File: src/hdl/bfa_pkg.sv
package bfa_pkg;

	// Width of one bitmap word and of the counters.
	localparam int WORD_BITS = 64;
	localparam int COUNT_W = 17;
	localparam logic [COUNT_W-1:0] COUNT_MAX = '1;

	// Operation codes carried by an input item.
	typedef enum logic [1:0] {
		OP_ALLOC   = 2'd0,
		OP_FREE    = 2'd1,
		OP_RELEASE = 2'd2,
		OP_RESERVE = 2'd3
	} op_t;

	// Result status codes.
	typedef enum logic [1:0] {
		ST_OK     = 2'd0,
		ST_OOM    = 2'd1,
		ST_REJECT = 2'd2,
		ST_DOUBLE = 2'd3
	} status_t;

	// Controller states.
	typedef enum logic [2:0] {
		S_CLEAR,
		S_IDLE,
		S_SCAN,
		S_CHECK,
		S_RESP
	} state_t;

	// Commands from the controller to the datapath.
	typedef struct packed {
		logic accept;
		logic check;
		logic scan;
		logic clear;
		logic load_out;
	} bfa_cmd_t;

	// Status from the datapath to the controller.
	typedef struct packed {
		logic req_alloc;
		logic word_full;
		logic scan_last;
		logic clear_last;
	} bfa_stat_t;

endpackage

File: src/hdl/bfa_ctrl.sv
module bfa_ctrl import bfa_pkg::*; (
	input  logic      clk,
	input  logic      arst_n,
	input  logic      req_valid,
	output logic      req_ready,
	output logic      rsp_valid,
	input  logic      rsp_ready,
	input  bfa_stat_t stat,
	output bfa_cmd_t  cmd
);

	state_t state_q;
	state_t state_d;
	logic   rsp_valid_q;
	logic   out_free;

	assign out_free  = ~rsp_valid_q | rsp_ready;
	assign rsp_valid = rsp_valid_q;

	// State register and result valid flag.
	always_ff @(posedge clk or negedge arst_n) begin
		if (!arst_n) begin
			state_q     <= S_CLEAR;
			rsp_valid_q <= 1'b0;
		end else begin
			state_q <= state_d;
			if (cmd.load_out) begin
				rsp_valid_q <= 1'b1;
			end else if (rsp_ready) begin
				rsp_valid_q <= 1'b0;
			end
		end
	end

	// Next state and commands.
	always_comb begin
		state_d   = state_q;
		cmd       = '0;
		req_ready = 1'b0;
		unique case (state_q)
			S_CLEAR: begin
				cmd.clear = 1'b1;
				if (stat.clear_last) begin
					state_d = S_IDLE;
				end
			end
			S_IDLE: begin
				req_ready = 1'b1;
				if (req_valid) begin
					cmd.accept = 1'b1;
					state_d    = stat.req_alloc ? S_SCAN : S_CHECK;
				end
			end
			S_SCAN: begin
				cmd.scan = 1'b1;
				if (!stat.word_full || stat.scan_last) begin
					state_d = S_RESP;
				end
			end
			S_CHECK: begin
				cmd.check = 1'b1;
				state_d   = S_RESP;
			end
			S_RESP: begin
				if (out_free) begin
					cmd.load_out = 1'b1;
					state_d      = S_IDLE;
				end
			end
			default: begin
				state_d = S_IDLE;
			end
		endcase
	end

endmodule

File: config.mk
export PLATFORM = sky130hd
export DESIGN_NAME = bfa_ctrl
export DESIGN_NICKNAME = d
export VERILOG_FILES = /design/src/hdl/bfa_pkg.sv /design/src/hdl/bfa_ctrl.sv
export SDC_FILE = /design/constraint.sdc
export NUM_CORES = 1
export LEC_CHECK = 0
export ABC_AREA = 1
export BUFFER_PORTS_ARGS = -buffer_cell sky130_fd_sc_hd__buf_2
export CORE_AREA = 5 5 42 44
export DETAILED_ROUTE_END_ITERATION = 7
export DIE_AREA = 0 0 47 49
export PLACE_DENSITY_LB_ADDON = 0.2
export SLEW_MARGIN = 20
export SYNTH_ARGS = -nofsm -noshare
export SYNTH_HDL_FRONTEND = slang
export SYNTH_SLANG_ARGS = --single-unit
File: constraint.sdc
create_clock -name clk -period 1.2 [get_ports clk]
set_input_delay 0.18 -clock clk [delete_from_list [all_inputs] [get_ports clk]]
set_output_delay 0.18 -clock clk [all_outputs]
set_load 0.02 [all_outputs]
==> impl_metrics.tcl, run 1 <==
set metrics [dict create \
    postSynthAreaPerCell_um2 6.44 \
    grt_max_degree 5 \
    avgRoutedWirePerCell_um 8.72 \
    die_area_mm2 0.00230 \
    min_path_type "in -> reg" \
    grt_pass1_vias 298 \
    fillCellCount 170 \
    area.sequential_um2 104 \
    gp_congestion 0.754 \
    crit_type "reg -> out" \
    boundaryPins 15 \
    core_area_mm2 0.00140 \
    syn_area_um2 264 \
    ys.warnings.count 0 \
    place.detailed.hpwl_um 588 \
    ys_seq_elements 4 \
    postRouteAntennaNets 0 \
    finalCritPeriodShare 1.13 \
    die_w_um 47 \
    die_h_um 49 \
    path_clk_slew_ps 40 \
    leakagePower_uw 0.000273 \
    fin_skew_ps 7.30 \
    clock_latency_ps 230 \
    crit_path_start_kind "register" \
    syn_nets 49 \
    outcome "finished with violations" \
    hold_viol 0 \
    synth_cell_types 11 \
    antenna_found_initial 0 \
    maxSlewViolCount 0 \
    whs_ps 169 \
    cts_tree "built" \
    ir_worst_vdd_mv 1.63 \
    finalSetupViolations 6 \
    drt_iter0_markers 0 \
    via_count 318 \
    drive_gt1_frac 0.600 \
    diodes 0 \
    fin_crit_ps 1350 \
    violations "negative setup slack" \
    synth-seq-area-share 0.379 \
    clock_sinks 4 \
    grt_setup_unrepaired "true" \
    final_area_um2 494 \
    via_per_inst 3.93 \
    post_synth_inst_count 41 \
    clk_root_buffer_cell "clkbuf_4" \
    maxCapViolations 0 \
    portBuffers 14 \
    multiInputGateArea_um2 165 \
    start_util 0.188 \
    placed_cell_area_um2 389 \
    power_density_mw_per_mm2 2990 \
    critPathMaxFanout 4 \
    dr.pass1.iters 1 \
    pre_cts_slack_ps 48.4 \
    grt.total_usage 0.0678 \
    cts.path.max_buffers 2 \
    std_cell_rows 14 \
    endpoint_kind "output port" \
    setup_ws_ps -151 \
    drt_wl_total_um 706 \
    drc_errors 0 \
    fmax_ghz 0.740 \
    worstMarginPinSlew_ps 167 \
    cts_max_level 1 \
    final_util 0.353 \
    maxSlewHeadroom 0.888 \
    grt_pass1_wl_um 1130 \
    overflow 0 \
    area_growth_pct 87.2 \
    finalNetCount 75 \
    cp_data_required_time_ps 1020 \
    arrival_ps 1170 \
    numCtsBuffers 3 \
]
[per-stage QoR]
step,std cells,setup TNS (ps),power (µW)
after floorplan,41,0,785
after global placement,74,0,1060
after CTS,78,-761,1350
after detailed placement,74,0,1060
final,81,-538,1480
after global routing,81,-930,1610
[kinds of logic after synthesis]
family / synth area share
simple gates: 0.427
buf+inv: 0.142
flops: 0.379
compound gates: 0.0521
[path summary, 6_finish.rpt]
path / startpoint / endpoint / cells past startpoint / slack (ps)
max in group asynchronous: arst_n / state_q[0] / 2 / 780
worst min-delay path: rsp_ready / rsp_valid / 2 / 170
min in group asynchronous: arst_n / rsp_valid / 2 / 280
worst max-delay path: state_q[1] / cmd[4] / 5 / -150
worst min register to register: rsp_valid / rsp_valid / 2 / 560
worst max register to register: state_q[1] / state_q[2] / 7 / 110
[Yosys cell counts, drive strengths merged]
master	number	area [µm²]
nand2	9	33.8
nor2	11	51.3
nand3	3	15.0
dfrtp	4	100
inv	10	37.5
o21ai	2	13.8
nor3	1	5.00
nand3b	1	7.51
[critical path, cell delays in order, from the launching register on]
cell	delay, ps
dfrtp_2	440
buf_4	160
nor2_4	100
inv_2	60
nor2_4	70
buf_6	120
[where the power goes]
group	internal (µW)	total, µW	switching, µW
Combinational	465	1020	554
Sequential	212	300	88.5
Clock	111	160	48.7
Total	788	1480	691
[area by class of cell]
class | count | share of cell area
Clock buffer | 3 | 0.0456
Inverter | 10 | 0.0759
Multi-Input combinational cell | 27 | 0.334
Sequential cell | 4 | 0.210
Tap cell | 16 | 0.0405
Timing Repair Buffer | 21 | 0.294
[sequential cells by signal, indices dropped and copies added (netlist names)]
signal and flops:
state_q 3, rsp_valid 1
[layout by cell type, fill, tap and decap left out, types with 2 or more instances in the layout]
| cell type | netlist | layout |
|---|---|---|
| buf_2 | 0 | 9 |
| buf_4 | 0 | 9 |
| nand2_1 | 9 | 8 |
| inv_1 | 8 | 6 |
| nor2_1 | 7 | 5 |
| inv_2 | 2 | 4 |
| nor2_4 | 0 | 4 |
| nand3_1 | 3 | 3 |
| clkbuf_4 | 0 | 3 |
| dfrtp_2 | 0 | 3 |
| nor2_2 | 4 | 2 |
| buf_6 | 0 | 2 |
[metal layers]
metal	vias up	wire length [µm]	track usage
met5	-	0	0
met4	0	0	0.0415
met3	0	58	0.0221
met2	14	323	0.0928
met1	134	324	0.0887
li1	170	-	-
[what timing repair did]
action                                 in CTS  in global routing
setup endpoints to repair                   6                  7
cloned                                      0                  0
pin swaps                                   1                  2
hold buffers                                1                  0
setup buffers                               0                  3
resized for setup                          11                  7
endpoints found under the hold margin       4                  0
No activity file was read; power rests on OpenSTA's default activity.
==> run 2: changes to the inputs <==
Settings changed: SETUP_SLACK_MARGIN from default to 0.1.
==> impl_metrics.tcl, run 2 (synthesis gave the netlist of run 1 again) <==
set metrics [dict create \
    outcome "finished with violations" \
    violations "negative setup slack" \
    start_util 0.188 \
    drive_gt1_frac 0.600 \
    clock_latency_ps 250 \
    timing.rr.end "state_q[0]" \
    area_growth_pct 105 \
    core_area_mm2 0.00140 \
    grt_pass1_vias 321 \
    hold-path-cell-count 2 \
    fin_skew_ps 15.6 \
    place.detailed.hpwl_um 575 \
    hold_viol 0 \
    avgRoutedWirePerCell_um 9.73 \
    clk_root_buffer_cell "clkbuf_4" \
    r2r_slack_ps -50 \
    die_h_um 49 \
    finalSetupViolations 8 \
    endpoint_kind "output port" \
    boundaryPins 15 \
    fmax_ghz 0.722 \
    ir_worst_vdd_mv 1.26 \
    drc_errors 0 \
    die_area_mm2 0.00230 \
    critPathMaxFanout 3 \
    via_per_inst 3.92 \
    final_cell_mix "buf_2, nand2_1, buf_4" \
    antenna_found_initial 0 \
    top_register "state_q" \
    p_total_uw 1670 \
    whs_ps 148 \
    cts_max_level 1 \
    dr.pass1.iters 2 \
    worstSetupStartpoint "state_q[2]" \
    grt_setup_unrepaired "true" \
    die_w_um 47 \
    rr_worst_depth 8 \
    numCtsBuffers 3 \
    diodes 0 \
    cts_tree "built" \
    fillCellCount 161 \
    path_clk_slew_ps 50 \
    setup_ws_ps -186 \
    finalCritPeriodShare 1.15 \
    maxCapViolations 0 \
    crit_type "reg -> out" \
    grt_max_degree 5 \
    final_common_cell "buf_2" \
    arrival_ps 1210 \
    endpoint "cmd[2]" \
    drt_wl_total_um 837 \
    grt_pass1_wl_um 1280 \
    grt.total_usage 0.0812 \
    power_density_mw_per_mm2 3080 \
    maxSlewHeadroom 0.880 \
    fin_crit_ps 1390 \
    leakagePower_uw 0.000295 \
    via_count 337 \
    min_path_type "in -> reg" \
    reg2reg_from "state_q[2]" \
    cp_data_required_time_ps 1020 \
    clock_sinks 4 \
    drt_iter0_markers 3 \
    overflow 0 \
    pre_cts_slack_ps 18.8 \
    finalNetCount 79 \
    std_cell_rows 14 \
    cts.path.max_buffers 2 \
    portBuffers 14 \
    worstMarginPinSlew_ps 180 \
    crit_path_start_kind "register" \
    largest_reg_flops 3 \
    postRouteAntennaNets 0 \
    maxSlewViolCount 0 \
    gp_congestion 0.742 \
    final_util 0.387 \
]
run 2: cell count changes in the layout (fill, tap and decap cells not counted), sizes merged:
cell / change
clkbuf: +1
buf: +4
run 2: area by class of cell:
cell class,count,area [µm²],share of cell area
timing repair buffer,25,193,0.356
clock buffer,4,26.3,0.0485
sequential,4,103,0.189
inverter,10,37.5,0.0693
tap,16,20.0,0.0370
multi-input combinational,27,163,0.300
run 2: per-layer routing:
layer | wire, µm | share of wire | GRT usage
met4 | 0 | 0 | 0.0553
met5 | 0 | 0 | 0
met1 | 353 | 0.42 | 0.0973
met3 | 71 | 0.085 | 0.0443
met2 | 412 | 0.49 | 0.106
run 2: worst min-delay path by stage:
stage,slack (ps),from,to
final,150,rsp_ready,rsp_valid
after global routing,170,rsp_ready,rsp_valid
after CTS,150,rsp_ready,rsp_valid
after detailed placement,-9,arst_n,rsp_valid
after global placement,-8,arst_n,rsp_valid
after floorplan,-120,arst_n,rsp_valid
run 2: stage by stage:
| stage | setup TNS [ps] | instances | area (µm²) |
|---|---|---|---|
| finish | -877 | 86 | 542 |
| global route | -1500 | 86 | 542 |
| CTS | -872 | 81 | 457 |
| detailed placement | 0 | 75 | 403 |
| global placement | 0 | 75 | 403 |
| floorplan | 0 | 41 | 283 |
run 2: what timing repair did:
item,in CTS,in global routing
hold buffers,1,0
setup buffers,1,5
endpoints found under the hold margin,4,0
pin swaps,5,5
endpoints found under the setup margin,8,9
resized for setup,4,10
run 2: critical path, stage by stage, from the launching register on:
cell,delay [ps]
dfrtp_2,450
buf_12,150
nor2_4,80
inv_2,50
nor2_2,110
buf_6,120
run 2: where the power goes:
| part | switching [µW] | leakage (µW) | internal [µW] | total (µW) |
|---|---|---|---|---|
| sequential | 89.3 | 0.0000488 | 208 | 297 |
| clock | 64.2 | 0.0000150 | 125 | 189 |
| combinational | 595 | 0.000232 | 585 | 1180 |
| total | 749 | 0.000295 | 918 | 1670 |
==> run 3: changes to the inputs <==
--- a/constraint.sdc
+++ b/constraint.sdc
@@ -3,2 +3,2 @@
 set_output_delay 0.18 -clock clk [all_outputs]
-set_load 0.02 [all_outputs]
+set_load 0.1 [all_outputs]
==> impl_metrics.tcl, run 3 (synthesis gave the netlist of run 1 again) <==
set metrics [dict create \
    cp_data_required_time_ps 1020 \
    finalSetupViolations 6 \
    die_w_um 47 \
    postRouteAntennaNets 0 \
    largest_reg_flops 3 \
    r2r_slack_ps 10 \
    top_register "state_q" \
    setup_ws_ps -253 \
    boundaryPins 15 \
    cts.path.max_buffers 2 \
    cts_max_level 1 \
    min_to "rsp_valid" \
    std_cell_rows 14 \
    clk_root_buffer_cell "clkbuf_4" \
    grt_pass1_wl_um 1330 \
    final_cell_mix "buf_4, nand2_1, buf_12" \
    drt_wl_total_um 774 \
    diodes 0 \
    grt_max_degree 5 \
    timing.rr.end "state_q[1]" \
    antenna_found_initial 0 \
    finalNetCount 84 \
    area_growth_pct 161 \
    maxSlewHeadroom 0.880 \
    endpoint_kind "output port" \
    path_clk_slew_ps 40 \
    maxCapViolations 0 \
    hold_viol 0 \
    grt_setup_unrepaired "true" \
    violations "negative setup slack" \
    gp_congestion 0.670 \
    worstMarginPinSlew_ps 180 \
    clock_sinks 4 \
    fmax_ghz 0.688 \
    grt_pass1_vias 365 \
    min_path_type "in -> reg" \
    rr_worst_depth 8 \
    clock_latency_ps 240 \
    crit_type "reg -> out" \
    drive_gt1_frac 0.680 \
    start_util 0.188 \
    arrival_ps 1270 \
    drt_iter0_markers 0 \
    drc_errors 0 \
    die_area_mm2 0.00230 \
    whs_ps 193 \
    fillCellCount 143 \
    fin_setup_tns_ps -1300 \
    fin_skew_ps 7.68 \
    grt.total_usage 0.0786 \
    via_count 362 \
    critPathMaxFanout 3 \
    finalCritPeriodShare 1.21 \
    core_area_mm2 0.00140 \
    via_per_inst 3.98 \
    cts_tree "built" \
    place.detailed.hpwl_um 624 \
    hold_path.startpoint "rsp_ready" \
    avgRoutedWirePerCell_um 8.51 \
    fin_crit_ps 1450 \
    hold-path-cell-count 2 \
    maxSlewViolCount 0 \
    final_common_cell "buf_4" \
    dr.pass1.iters 1 \
    reg2reg_from "state_q[0]" \
    crit_path_start_kind "register" \
    portBuffers 14 \
    outcome "finished with violations" \
    die_h_um 49 \
    numCtsBuffers 3 \
    overflow 0 \
]
==> run 3: cell count changes in the layout (fill, tap and decap cells not counted), sizes merged <==
| cell | delta |
|---|---|
| buf | +5 |
==> run 3: cell type report <==
cell class | instances | area [µm²] | share of cell area
inverters | 10 | 37.5 | 0.0545
multi-input cells | 27 | 185 | 0.269
flip-flops and latches | 4 | 105 | 0.153
repair buffers | 30 | 314 | 0.456
clock buffers | 4 | 26.3 | 0.0382
well taps | 16 | 20.0 | 0.0291
==> run 3: worst max-delay path by stage <==
stage / startpoint / to / cells after the start
3_3_place_gp: state_q[2] / cmd[4] / 6
4_1_cts: state_q[0] / cmd[4] / 7
2_1_floorplan: state_q[2] / cmd[4] / 5
5_1_grt: state_q[0] / cmd[4] / 7
6_report: state_q[0] / cmd[4] / 7
3_5_place_dp: state_q[2] / cmd[4] / 6
==> run 3: worst max-delay path, cell delays in order, from the launching register on <==
cell     delay (ps)
dfrtp_1         370
inv_2            70
nor2_4          120
inv_2            70
nor2_4           90
inv_2            50
nor2_4           90
buf_12          180
==> run 3: through the flow <==
stage                     std cells  instance area, µm²  utilization  setup slack (ps)
after floorplan                  41                 310            -              -756
after global placement           82                 588        0.420             -8.51
after detailed placement         82                 588        0.420             -30.4
after CTS                        89                 667        0.476              -246
after global routing             91                 688        0.491              -331
final                            91                 688        0.491              -253
==> run 3: metal layers <==
layer / vias up / wire length, µm / GRT usage
met2: 5 / 440 / 0.129
met1: 165 / 299 / 0.0871
met3: 2 / 16 / 0.0111
met5: - / 0 / 0
met4: 0 / 17 / 0.0553
li1: 190 / - / -
==> run 3: repair_timing <==
| action | in CTS | in global routing |
|---|---|---|
| endpoints found under the setup margin | 8 | 10 |
| pin swaps | 2 | 1 |
| gates resized for setup | 5 | 1 |
| hold endpoints to repair | 4 | 0 |
| setup buffers | 2 | 2 |
| hold buffers | 1 | 0 |
Power of run 3 is left out: the tool's default activity adds up to more than one toggle a clock period on the data nets, which glitch-free logic cannot reach.
