`src/hdl/bfa_pkg.sv`:
```
package bfa_pkg;

	// Width of one bitmap word and of the counters.
	localparam int WORD_BITS = 64;
	localparam int COUNT_W = 17;
	localparam logic [COUNT_W-1:0] COUNT_MAX = '1;

	// Operation codes carried by an input item.
	typedef enum logic [1:0] {
		OP_ALLOC   = 2'd0,
		OP_FREE    = 2'd1,
		OP_RELEASE = 2'd2,
		OP_RESERVE = 2'd3
	} op_t;

	// Result status codes.
	typedef enum logic [1:0] {
		ST_OK     = 2'd0,
		ST_OOM    = 2'd1,
		ST_REJECT = 2'd2,
		ST_DOUBLE = 2'd3
	} status_t;

	// Controller states.
	typedef enum logic [2:0] {
		S_CLEAR,
		S_IDLE,
		S_SCAN,
		S_CHECK,
		S_RESP
	} state_t;

	// Commands from the controller to the datapath.
	typedef struct packed {
		logic accept;
		logic check;
		logic scan;
		logic clear;
		logic load_out;
	} bfa_cmd_t;

	// Status from the datapath to the controller.
	typedef struct packed {
		logic req_alloc;
		logic word_full;
		logic scan_last;
		logic clear_last;
	} bfa_stat_t;

endpackage

```
`src/hdl/bfa_dp.sv`:
```
module bfa_dp import bfa_pkg::*; #(
	parameter int FRAME_COUNT = 65536,
	localparam int MAP_WORDS = (FRAME_COUNT + WORD_BITS - 1) / WORD_BITS,
	localparam int WORD_W = (MAP_WORDS > 1) ? $clog2(MAP_WORDS) : 1
) (
	input  logic                 clk,
	input  logic                 arst_n,
	input  bfa_cmd_t             cmd,
	output bfa_stat_t            stat,
	input  logic [1:0]           operation,
	input  logic [19:0]          frame_number,
	output logic [1:0]           status,
	output logic [15:0]          granted_frame,
	output logic [COUNT_W-1:0]   free_count,
	output logic [COUNT_W-1:0]   total_count,
	output logic                 ram_wr_en,
	output logic [WORD_W-1:0]    ram_wr_addr,
	output logic [WORD_BITS-1:0] ram_wr_data,
	output logic                 ram_rd_en,
	output logic [WORD_W-1:0]    ram_rd_addr,
	input  logic [WORD_BITS-1:0] ram_rd_data
);

	localparam logic [WORD_W-1:0] LAST_WORD = WORD_W'(MAP_WORDS - 1);
	localparam logic [20:0] FRAME_LIMIT = 21'(FRAME_COUNT);

	op_t                  op_q;
	logic [19:0]          frame_q;
	logic [WORD_W-1:0]    hint_q;
	logic [WORD_W-1:0]    scan_addr_q;
	logic [WORD_W-1:0]    scan_left_q;
	logic [WORD_W-1:0]    clr_addr_q;
	logic [COUNT_W-1:0]   free_q;
	logic [COUNT_W-1:0]   total_q;
	status_t              res_status_q;
	logic [15:0]          res_granted_q;

	logic [13:0]          req_word;
	logic [13:0]          item_word;
	logic [WORD_W-1:0]    req_addr;
	logic [WORD_W-1:0]    item_addr;
	logic [WORD_W-1:0]    scan_next;
	logic [WORD_BITS-1:0] word_inc;
	logic [WORD_BITS-1:0] zero_onehot;
	logic [WORD_BITS-1:0] word_alloc;
	logic [5:0]           zero_idx;
	logic [25:0]          alloc_frame;
	logic [WORD_BITS-1:0] bit_mask;
	logic                 bit_used;
	logic                 out_of_range;
	logic                 word_full;

	// Check-stage decisions.
	logic                 chk_write;
	logic [WORD_BITS-1:0] chk_word;
	logic [COUNT_W-1:0]   chk_free;
	logic [COUNT_W-1:0]   chk_total;
	status_t              chk_status;

	function automatic logic [COUNT_W-1:0] count_up(input logic [COUNT_W-1:0] c);
		return (c == COUNT_MAX) ? COUNT_MAX : c + COUNT_W'(1);
	endfunction

	function automatic logic [COUNT_W-1:0] count_down(input logic [COUNT_W-1:0] c);
		return (c == '0) ? '0 : c - COUNT_W'(1);
	endfunction

	// Word addresses of the incoming and the held frame.
	assign req_word  = frame_number[19:6];
	assign item_word = frame_q[19:6];
	assign req_addr  = req_word[WORD_W-1:0];
	assign item_addr = item_word[WORD_W-1:0];
	assign scan_next = (scan_addr_q == LAST_WORD) ? '0 : scan_addr_q + WORD_W'(1);

	// Lowest free bit of the word under scan: adding one sets it.
	assign word_full   = (ram_rd_data == '1);
	assign word_inc    = ram_rd_data + WORD_BITS'(1);
	assign zero_onehot = ~ram_rd_data & word_inc;
	assign word_alloc  = ram_rd_data | word_inc;

	always_comb begin
		zero_idx = '0;
		for (int i = 0; i < WORD_BITS; i++) begin
			if (zero_onehot[i]) begin
				zero_idx = zero_idx | 6'(i);
			end
		end
	end

	assign alloc_frame = 26'({scan_addr_q, zero_idx});

	// Single-frame operations on the word read for the held item.
	assign bit_mask     = WORD_BITS'(1) << frame_q[5:0];
	assign bit_used     = ram_rd_data[frame_q[5:0]];
	assign out_of_range = ({1'b0, frame_q} >= FRAME_LIMIT);

	always_comb begin
		chk_write  = 1'b0;
		chk_word   = ram_rd_data;
		chk_free   = free_q;
		chk_total  = total_q;
		chk_status = ST_OK;
		if (out_of_range) begin
			chk_status = ST_REJECT;
		end else begin
			unique case (op_q)
				OP_FREE: begin
					if (frame_q == '0) begin
						chk_status = ST_REJECT;
					end else if (!bit_used) begin
						chk_status = ST_DOUBLE;
					end else begin
						chk_write = 1'b1;
						chk_word  = ram_rd_data & ~bit_mask;
						chk_free  = count_up(free_q);
					end
				end
				OP_RELEASE: begin
					if (bit_used) begin
						chk_write = 1'b1;
						chk_word  = ram_rd_data & ~bit_mask;
						chk_free  = count_up(free_q);
						chk_total = count_up(total_q);
					end
				end
				OP_RESERVE: begin
					if (!bit_used) begin
						chk_write = 1'b1;
						chk_word  = ram_rd_data | bit_mask;
						chk_free  = count_down(free_q);
					end
				end
				default: begin
					chk_status = ST_REJECT;
				end
			endcase
		end
	end

	// Memory port control.
	always_comb begin
		ram_rd_en   = cmd.accept | (cmd.scan & word_full & ~stat.scan_last);
		ram_rd_addr = cmd.accept ? ((op_t'(operation) == OP_ALLOC) ? hint_q : req_addr)
		                         : scan_next;
		ram_wr_en   = cmd.clear | (cmd.check & chk_write) | (cmd.scan & ~word_full);
		ram_wr_data = '1;
		ram_wr_addr = clr_addr_q;
		if (cmd.check) begin
			ram_wr_data = chk_word;
			ram_wr_addr = item_addr;
		end else if (cmd.scan) begin
			ram_wr_data = word_alloc;
			ram_wr_addr = scan_addr_q;
		end
	end

	// Status toward the controller.
	assign stat.req_alloc  = (op_t'(operation) == OP_ALLOC);
	assign stat.word_full  = word_full;
	assign stat.scan_last  = (scan_left_q == '0);
	assign stat.clear_last = (clr_addr_q == LAST_WORD);

	// Item registers.
	always_ff @(posedge clk) begin
		if (cmd.accept) begin
			op_q    <= op_t'(operation);
			frame_q <= frame_number;
		end
	end

	// Control and count registers.
	always_ff @(posedge clk or negedge arst_n) begin
		if (!arst_n) begin
			hint_q        <= '0;
			scan_addr_q   <= '0;
			scan_left_q   <= '0;
			clr_addr_q    <= '0;
			free_q        <= '0;
			total_q       <= '0;
			res_status_q  <= ST_OK;
			res_granted_q <= '0;
		end else begin
			if (cmd.clear) begin
				clr_addr_q <= clr_addr_q + WORD_W'(1);
			end
			if (cmd.accept) begin
				scan_addr_q <= hint_q;
				scan_left_q <= LAST_WORD;
			end
			if (cmd.check) begin
				free_q        <= chk_free;
				total_q       <= chk_total;
				res_status_q  <= chk_status;
				res_granted_q <= '0;
			end
			if (cmd.scan) begin
				if (!word_full) begin
					hint_q        <= scan_addr_q;
					free_q        <= count_down(free_q);
					res_status_q  <= ST_OK;
					res_granted_q <= alloc_frame[15:0];
				end else if (stat.scan_last) begin
					res_status_q  <= ST_OOM;
					res_granted_q <= '0;
				end else begin
					scan_addr_q <= scan_next;
					scan_left_q <= scan_left_q - WORD_W'(1);
				end
			end
		end
	end

	// Output payload register.
	always_ff @(posedge clk) begin
		if (cmd.load_out) begin
			status        <= res_status_q;
			granted_frame <= res_granted_q;
			free_count    <= free_q;
			total_count   <= total_q;
		end
	end

endmodule

```
`config.mk`:
```
export PLATFORM = sky130hd
export DESIGN_NAME = bfa_dp
export DESIGN_NICKNAME = d
export VERILOG_FILES = /design/src/hdl/bfa_pkg.sv /design/src/hdl/bfa_dp.sv
export SDC_FILE = /design/constraint.sdc
export NUM_CORES = 1
export LEC_CHECK = 0
export BUFFER_PORTS_ARGS = -buffer_cell sky130_fd_sc_hd__clkbuf_2
export CORE_ASPECT_RATIO = 0.5
export CORE_MARGIN = 4
export CORE_UTILIZATION = 39
export CTS_BUF_LIST = sky130_fd_sc_hd__clkbuf_16
export DETAILED_ROUTE_END_ITERATION = 8
export PLACE_DENSITY_LB_ADDON = 0.12
export SLEW_MARGIN = 20
export SYNTH_ARGS = -nofsm -noshare
export SYNTH_HDL_FRONTEND = slang
export SYNTH_SLANG_ARGS = --single-unit
```
`constraint.sdc`:
```
create_clock -name clk -period 6.97 [get_ports clk]
set_clock_uncertainty 0.1 [all_clocks]
set_input_delay 1.394 -clock clk [delete_from_list [all_inputs] [get_ports clk]]
set_output_delay 1.394 -clock clk [all_outputs]
set_load 0.01 [all_outputs]
```
==> run summary, run 1 <==
outcome: complete, no violations
cell taking the most area after synthesis: dfrtp_1
CP Max Fanout: 12
num rows: 45
Syn Nets: 1,562
layout cell share with drive strength beyond 1: 21.1%
leak pwr: 5.73 nW
CTS tree: done
CTS clk-pin slew, worst paths: 80 ps
commonest non-fill, non-tap cell in the layout: clkbuf_2
die area: 0.0344 mm²
Simple-Gate Fraction of Synth Area: 26.2%
main combinational cell family by area after synthesis: simple AND/OR/NAND/NOR gates
worst vdd ir: 0.163 mV
CP Launch Type: input pin
Clock Path Buffers: 2
PortBufs: 234
Die Span Y: 133 µm
H-Tree Depth: 4
ys flop type: dfrtp_1
initial antenna violation count: 1
Slowest-stage cell, CP: or3_1
largest net degree at the start of global routing: 72
WP data arrival: 4690 ps
Filler cells: 3,025
Post-synth ARST share: 55.4%
Clk Latency, worst-skew pair: 460 ps
Crit path buffers/inverters: 2
post-synthesis mux area share: 5.20%
CP Cell Sequence: clkbuf_2, mux4_2, nor2b_1, a2111oi_1, nor4_1, a21oi_2, nand3_2, or3_1, o311ai_0, clkbuf_2
dpl hpwl: 42.4 mm
Period Utilization, post-route: 88.7%
GPL Wtd Cong: 1.04
CTS sink cnt: 166
Starting Density: 39.9%
vias in the first global route: 13,100
final-report hold violation count: 0
detailed-route via count: 13,700
Placement Setup Slack: 906 ps
Syn Inst Count: 1,463
CP top delay family: compound AO/OA/AOI/OAI gates
adder-cell share of the synthesized area: 0.614%
Period minus WS final: 6180 ps
wire length of the first global-routing pass: 83.5 mm
syn_area_per_cell: 8.36 µm²
total congestion overflow: 0
DP Area: 0.0137 mm²
Routed wire per std cell: 27.3 µm
endpoints failing setup: 0
I/O pin count: 235
first drt pass iteration count: 6
Root Driver: clkbuf_16
NumNets Final: 1,737
crit path setup slack, layout: 787 ps
Post-synth EDFFs: 74
die width: 258 µm
compound-gate portion of the synthesized area: 23.8%
share of the synthesized area in the top cell type: 18.8%
CORE AREA: 0.0306 mm²
post-route cell area: 0.0143 mm²
flops & latches, synth: 166
Area growth syn-to-layout: 17.1%
max_cap viols: 0
Worst-Margin Slew: 1130 ps
Syn. warnings: 0
Total Neg Setup Slack: 0 ps
Critical Path End Type: output pin
most frequent cells in the layout: clkbuf_2 (233), nand2_1 (189), a21oi_1 (114), o21ai_0 (94), dfrtp_1 (92)
RSZ-0062 raised after global routing: no
post-synthesis sequential area ratio: 37.0%
# hold bufs at CTS: 0
total CTS buffers: 17
Slowest Stage Delay on Critical Path: 660 ps
fmax: 162 MHz
post-synth cell types: 89
Pwr Density: 208 mW/mm²
critical path class: input pin to output pin
Synth Area in XOR/XNOR: 2.15%
Max Slew Vio Count: 0
Synth Cell Area: 0.0122 mm²
synth top area cells: dfrtp_1 (19%), edfxtp_1 (18%), nand2_1 (5.8%)
DRT iter0 DRCs: 2,045
WL final: 56.6 mm
Max-slew headroom: 24.4%
vias per cell: 6.62
Total GRT Usage: 31.7%
Most Frequent Cell on Critical Path: clkbuf_2
class of the worst hold path: register to register
# resized after CTS: 0
final core utilization: 46.7%
postcts setup bufs: 0
critical path data required time: 5480 ps
post-route ant nets: 0
DRC: 0
-- report_power, final --
| group | leakage [nW] | switching, W | total (W) | internal [W] |
|---|---|---|---|---|
| registers | 1.93 | 0.000150 | 0.00130 | 0.00115 |
| logic | 3.53 | 0.000471 | 0.000737 | 0.000267 |
| clock network | 0.272 | 0.000447 | 0.000948 | 0.000500 |
-- synthesized netlist by cell type, types with 25 or more instances --
| library cell | instances |
|---|---|
| nand2_1 | 189 |
| a21oi_1 | 114 |
| o21ai_0 | 94 |
| dfrtp_1 | 92 |
| clkbuf_1 | 87 |
| nand3_1 | 80 |
| edfxtp_1 | 74 |
| nor2_1 | 74 |
| nor3_1 | 40 |
| nand4_1 | 38 |
| a31oi_1 | 32 |
| inv_1 | 32 |
| mux2i_1 | 32 |
| or3_1 | 30 |
| o31ai_1 | 27 |
| and3_1 | 26 |
| o22ai_1 | 25 |
-- stage by stage --
step                cells  hold WS, ps  power, W
finish               2075          348   0.00298
detailed placement   2042          339   0.00203
global placement     2042          336   0.00202
global route         2074          371   0.00311
CTS                  2074          351   0.00298
floorplan            1463          323   0.00171
-- state kept, by name, summed over array words and instances (netlist names), 16 cells and up --
| register | count |
|---|---|
| total_count | 17 |
| granted_frame | 16 |
| total_q | 17 |
| free_count | 17 |
| free_q | 17 |
| frame_q | 20 |
| res_granted_q | 16 |
-- worst reg2reg max path: cells and delay by family, from the launching register on --
kind	cells	cell delay, ps
AO/OA/AOI/OAI	6	2070
buffers and inverters	2	660
flip-flops	1	970
multiplexers	1	510
AND/OR/NAND/NOR	1	150
-- path summary, 6_finish.rpt --
check / endpoint / from / cells past startpoint / slack [ps]
setup / recovery: ram_wr_data[47] / ram_rd_data[38] / 10 / 790
hold / removal: granted_frame[15] / res_granted_q[15] / 0 / 350
setup reg to reg: free_q[11] / frame_q[0] / 10 / 2410
hold reg to reg: granted_frame[15] / res_granted_q[15] / 0 / 350
max in group asynchronous: scan_left_q[0] / arst_n / 2 / 4750
min in group asynchronous: total_q[6] / arst_n / 1 / 840
-- area by class of cell --
class	instances	area, µm²	area share, %
repair buffers	274	1470	10.3
clock inverters	15	144	1.00
clock buffers	17	425	2.97
diodes	1	2.50	0.0175
multi-input cells	1145	7090	49.5
flip-flops and latches	166	4520	31.6
inverters	34	128	0.891
well taps	423	529	3.70
-- routing by layer --
layer | up-vias | global-route usage [%] | routed length (µm)
li1 | 5959 | - | -
met1 | 6706 | 41.9 | 23100
met2 | 899 | 49.0 | 24800
met3 | 177 | 9.63 | 6200
met4 | 0 | 12.4 | 2530
met5 | - | 0 | 0
-- logic make-up after synthesis --
group	count (synthesis)
simple gates	614
mux	47
fa+ha+maj	6
compound gates	448
buf+inv	152
xor+xnor	30
flops	166
Note: power is estimated with default switching activity, not from simulation.
==> run 2, diff against run 1 <==
--- a/config.mk
+++ b/config.mk
@@ -6,7 +6,6 @@
 export NUM_CORES = 1
 export LEC_CHECK = 0
 export BUFFER_PORTS_ARGS = -buffer_cell sky130_fd_sc_hd__clkbuf_2
-export CORE_ASPECT_RATIO = 0.5
 export CORE_MARGIN = 4
 export CORE_UTILIZATION = 39
 export CTS_BUF_LIST = sky130_fd_sc_hd__clkbuf_16
==> run 2 against run 1 <==
  * Final cell count decreased by 1.7%
  * Critical path depth increased by 1
  * First-iteration DRC count decreased by 19%
  * Die area decreased by 0.50%
  * Critical endpoint is now ram_wr_data[49]
==> run summary, run 2 (synthesis results as in run 1) <==
Largest register FFs: 20
worst hold path endpoint: granted_frame[12]
Clock Path Buffers: 2
Die Span Y: 185 µm
Worst-Margin Slew: 1170 ps
Total GRT Usage: 32.0%
Crit path buffers/inverters: 3
first drt pass iteration count: 6
Max-slew headroom: 21.9%
Starting Density: 39.8%
initial antenna violation count: 2
M2 GR Usage: 48.1%
# hold bufs at CTS: 0
PortBufs: 234
final-report hold violation count: 0
r2r setup slk: 2420 ps
wire length of the first global-routing pass: 83.1 mm
Area growth syn-to-layout: 16.9%
die width: 185 µm
Critical Path End Type: output pin
Biggest register: frame_q
worst vdd ir: 0.177 mV
post-route ant nets: 0
DRC: 0
hold path depth: 0
DRT iter0 DRCs: 1,663
crit path setup slack, layout: 578 ps
critical path class: input pin to output pin
CP top delay family: compound AO/OA/AOI/OAI gates
die area: 0.0343 mm²
most frequent cells in the layout: clkbuf_2 (233), nand2_1 (189), a21oi_1 (114), o21ai_0 (94), dfrtp_1 (92)
fmax: 156 MHz
WL final: 56.3 mm
CTS clk-pin slew, worst paths: 80 ps
Slowest Stage Delay on Critical Path: 670 ps
detailed-route via count: 13,500
total CTS buffers: 17
vias per cell: 6.61
Slowest-stage cell, CP: or3_1
Period Utilization, post-route: 91.7%
leak pwr: 5.73 nW
outcome: complete, no violations
CP Launch Type: input pin
postcts setup bufs: 0
min-delay src: res_granted_q[12]
CTS sink cnt: 166
critical path data required time: 5480 ps
CORE AREA: 0.0307 mm²
Period minus WS final: 6390 ps
GPL Wtd Cong: 0.978
num rows: 64
layout cell share with drive strength beyond 1: 21.0%
class of the worst hold path: register to register
gr busiest metal: met2
Routed wire per std cell: 27.6 µm
Root Driver: clkbuf_16
Pwr Density: 212 mW/mm²
CP Max Fanout: 12
max_cap viols: 0
dpl hpwl: 42.4 mm
R2R cell count: 10
end of the worst register-to-register path: free_q[2]
I/O pin count: 235
Max Slew Vio Count: 0
CP Cell Sequence: clkbuf_2, mux4_2, nor2b_1, a2111oi_1, buf_4, nor4_1, a21oi_2, nand3_2, or3_1, o31ai_1, clkbuf_2
CTS tree: done
total congestion overflow: 0
RR Startpoint: frame_q[0]
Most Frequent Cell on Critical Path: clkbuf_2
RSZ-0062 raised after global routing: no
# resized after CTS: 0
GR Layer Usage met3: 7.52%
commonest non-fill, non-tap cell in the layout: clkbuf_2
H-Tree Depth: 4
Placement Setup Slack: 737 ps
largest net degree at the start of global routing: 72
met1 GRT Util: 45.1%
vias in the first global route: 12,900
Clk Latency, worst-skew pair: 440 ps
Total Neg Setup Slack: 0 ps
WP data arrival: 4900 ps
endpoints failing setup: 0
Tot Pwr: 0.00303 W
Ant. Diodes: 0
NumNets Final: 1,730
run 2: changes by cell type in the layout (fill, tap and decap cells not counted), moves of 2 or more:
cell	previous run	this run
buf_4	41	34
clkinv_8	0	4
inv_6	5	0
clkinvlp_4	4	0
inv_8	2	7
clkinv_4	1	3
run 2: area by class of cell:
cell class	instances	area (µm²)
fill	3077	16400
multi-input combinational	1145	7110
sequential	166	4520
timing repair buffer	267	1420
tap	396	495
clock buffer	17	425
clock inverter	15	200
inverter	34	128
run 2: worst register-to-register path, stage by stage (launching register included):
cell and delay [ps]:
edfxtp_1 1010, buf_4 280, mux4_2 500, nor2b_1 150, a211o_1 290, a21oi_1 280
o211ai_1 490, buf_4 400, a21boi_1 660, a221oi_1 170, a21oi_1 170
run 2: power by group:
part / leakage (nW) / internal, W / total, W / switching (W)
sequential: 1.93 / 0.00115 / 0.00131 / 0.000162
clock: 0.306 / 0.000523 / 0.000999 / 0.000476
combinational: 3.50 / 0.000265 / 0.000728 / 0.000463
run 2: worst max path at each step:
stage                          startpoint  slack, ps  depth (start not counted)              end
after floorplan            ram_rd_data[0]       1560                          9  ram_wr_data[41]
after global placement    ram_rd_data[38]        700                         11  ram_wr_data[49]
after detailed placement  ram_rd_data[36]        740                         11  ram_wr_data[49]
after CTS                 ram_rd_data[36]        730                         11  ram_wr_data[49]
after global routing           frame_q[0]        440                          9  ram_wr_data[46]
final                     ram_rd_data[36]        580                         11  ram_wr_data[49]
run 2: stage by stage:
stage          hold slack (ps)  utilization [%]  area, µm²  instances
3_5_place_dp               331             44.5      13700       2008
2_1_floorplan              323                -      12200       1463
5_1_grt                    363             46.5      14300       2040
6_report                   352             46.5      14300       2040
3_3_place_gp               332             44.4      13700       2008
4_1_cts                    349             46.5      14300       2040
run 2: routing by layer:
metal	vias up	share of wire, %
li1	5947	-
met1	6612	42
met2	777	44
met3	149	9.9
met4	2	4.1
met5	-	0.023
==> run 3, diff against run 2 <==
--- a/config.mk
+++ b/config.mk
@@ -6,10 +6,14 @@
 export NUM_CORES = 1
 export LEC_CHECK = 0
 export BUFFER_PORTS_ARGS = -buffer_cell sky130_fd_sc_hd__clkbuf_2
+export CELL_PAD_IN_SITES_DETAIL_PLACEMENT = 0
+export CELL_PAD_IN_SITES_GLOBAL_PLACEMENT = 1
 export CORE_MARGIN = 4
 export CORE_UTILIZATION = 39
 export CTS_BUF_LIST = sky130_fd_sc_hd__clkbuf_16
 export DETAILED_ROUTE_END_ITERATION = 8
+export GPL_TIMING_DRIVEN = 0
+export HOLD_SLACK_MARGIN = 0.02
 export PLACE_DENSITY_LB_ADDON = 0.12
 export SLEW_MARGIN = 20
 export SYNTH_ARGS = -nofsm -noshare
==> run 3 against run 2 <==
  * Hold slack lost 3.1 ps
  * Register-to-register slack about the same
  * Clock power is 3.7% lower
  * Global-route usage up 2.4 points
  * Non-clock buffer count increased by 71
  * Die area unchanged
  * Count of clock-buffer cells in the layout unchanged
  * Final cell count grew 3.6%
  * Power increased by 0.24%
  * Final area grew 1.1%
  * Largest cell class unchanged
==> run summary, run 3 (synthesis results as in run 1) <==
# resized after CTS: 0
Starting Density: 39.8%
vias per cell: 6.64
die area: 0.0343 mm²
Root Driver: clkbuf_16
wire length of the first global-routing pass: 87.5 mm
Slowest Stage Delay on Critical Path: 590 ps
cell total after placement: 2,080
worst hold path endpoint: granted_frame[10]
PortBufs: 220
total CTS buffers: 17
initial antenna violation count: 0
Tot Pwr: 0.00304 W
Total GRT Usage: 34.4%
Clk Latency, worst-skew pair: 450 ps
postcts setup bufs: 0
WP data arrival: 5390 ps
leak pwr: 5.72 nW
Pwr Density: 210 mW/mm²
DRT iter0 DRCs: 1,765
CTS clk-pin slew, worst paths: 70 ps
Slowest-stage cell, CP: nand4_1
R2R cell count: 9
detailed-route via count: 14,000
num rows: 64
Period Utilization, post-route: 98.8%
CP Cell Sequence: clkbuf_1, and3_1, clkbuf_1, and2_1, nand4_1, clkbuf_1, nor2_2, a31oi_1, o21bai_1, o31ai_1, a21oi_1, clkbuf_2
Total Neg Setup Slack: 0 ps
class of the worst hold path: register to register
endpoints failing setup: 0
Die Span Y: 185 µm
dpl hpwl: 45.9 mm
vias in the first global route: 13,300
CP Launch Type: input pin
final core utilization: 47.0%
r2r setup slk: 2430 ps
max_cap viols: 0
Critical Path End Type: output pin
min-delay src: res_granted_q[10]
Crit path buffers/inverters: 4
Period minus WS final: 6890 ps
CTS sink cnt: 166
GPL Wtd Cong: 0.996
CP Max Fanout: 10
hold path depth: 0
CP top delay family: buffers and inverters
Clock Path Buffers: 2
commonest non-fill, non-tap cell in the layout: clkbuf_2
NumNets Final: 1,801
Routed wire per std cell: 28.6 µm
fmax: 145 MHz
WL final: 60.4 mm
Area growth syn-to-layout: 18.3%
outcome: complete, no violations
worst vdd ir: 0.188 mV
critical path class: input pin to output pin
critical path data required time: 5480 ps
first drt pass iteration count: 6
layout cell share with drive strength beyond 1: 18.6%
I/O pin count: 235
CORE AREA: 0.0307 mm²
largest net degree at the start of global routing: 82
Max Slew Vio Count: 0
Largest register FFs: 20
H-Tree Depth: 4
die width: 185 µm
Max-slew headroom: 16.1%
most frequent cells in the layout: clkbuf_2 (219), nand2_1 (189), a21oi_1 (114), o21ai_0 (94), dfrtp_1 (92)
CTS tree: done
total congestion overflow: 0
Biggest register: frame_q
RR Startpoint: frame_q[16]
post-route ant nets: 0
# hold bufs at CTS: 0
RSZ-0062 raised after global routing: no
Worst-Margin Slew: 1250 ps
end of the worst register-to-register path: free_q[11]
Non-Filler Instances: 2,113
Most Frequent Cell on Critical Path: clkbuf_1
final-report hold violation count: 0
DRC: 0
run 3: how the worst max path moves through the flow:
stage	from	endpoint	slack, ps	cells past startpoint
after CTS	ram_rd_data[1]	ram_wr_data[35]	160	12
after detailed placement	ram_rd_data[1]	ram_wr_data[35]	180	12
after floorplan	ram_rd_data[0]	ram_wr_data[41]	1560	9
after global routing	ram_rd_data[22]	ram_wr_data[50]	30	12
final	ram_rd_data[22]	ram_wr_data[50]	80	12
after global placement	ram_rd_data[22]	ram_wr_data[50]	60	12
run 3: per-stage QoR:
step           setup slack [ps]  hold WS (ps)  area, µm²
5_1_grt                    26.3           351      14500
2_1_floorplan              1560           323      12200
3_3_place_gp               58.2           329      13800
4_1_cts                     163           349      14500
6_report                   83.1           349      14500
3_5_place_dp                181           330      13900
run 3: where the power goes:
group	internal (W)	switching, W	total, W
clock network	0.000535	0.000426	0.000962
registers	0.00115	0.000105	0.00125
logic	0.000278	0.000551	0.000828
total	0.00196	0.00108	0.00304
run 3: layer usage:
metal  share of wire (%)  track usage [%]
met1                  41             46.6
met3                  10             6.93
met2                  43             52.2
met5                   0                0
met4                 6.2             17.9
run 3: cell type report:
cell class	instances	area, µm²
Fill cell	3119	16300
Multi-Input combinational cell	1145	7100
Sequential cell	166	4520
Timing Repair Buffer	221	1140
Tap cell	396	495
Buffer	117	487
Clock buffer	17	425
Clock inverter	15	163
Inverter	34	128
Antenna cell	2	5.00
run 3: worst register-to-register path, cell delays in order, from the launching register on:
cell and delay [ps]:
edfxtp_1 390, nor4_2 930, and2_0 220, clkbuf_1 300
and3_1 200, clkbuf_1 410, o211ai_1 610, a21boi_1 870
a211oi_1 180, o21ai_1 240
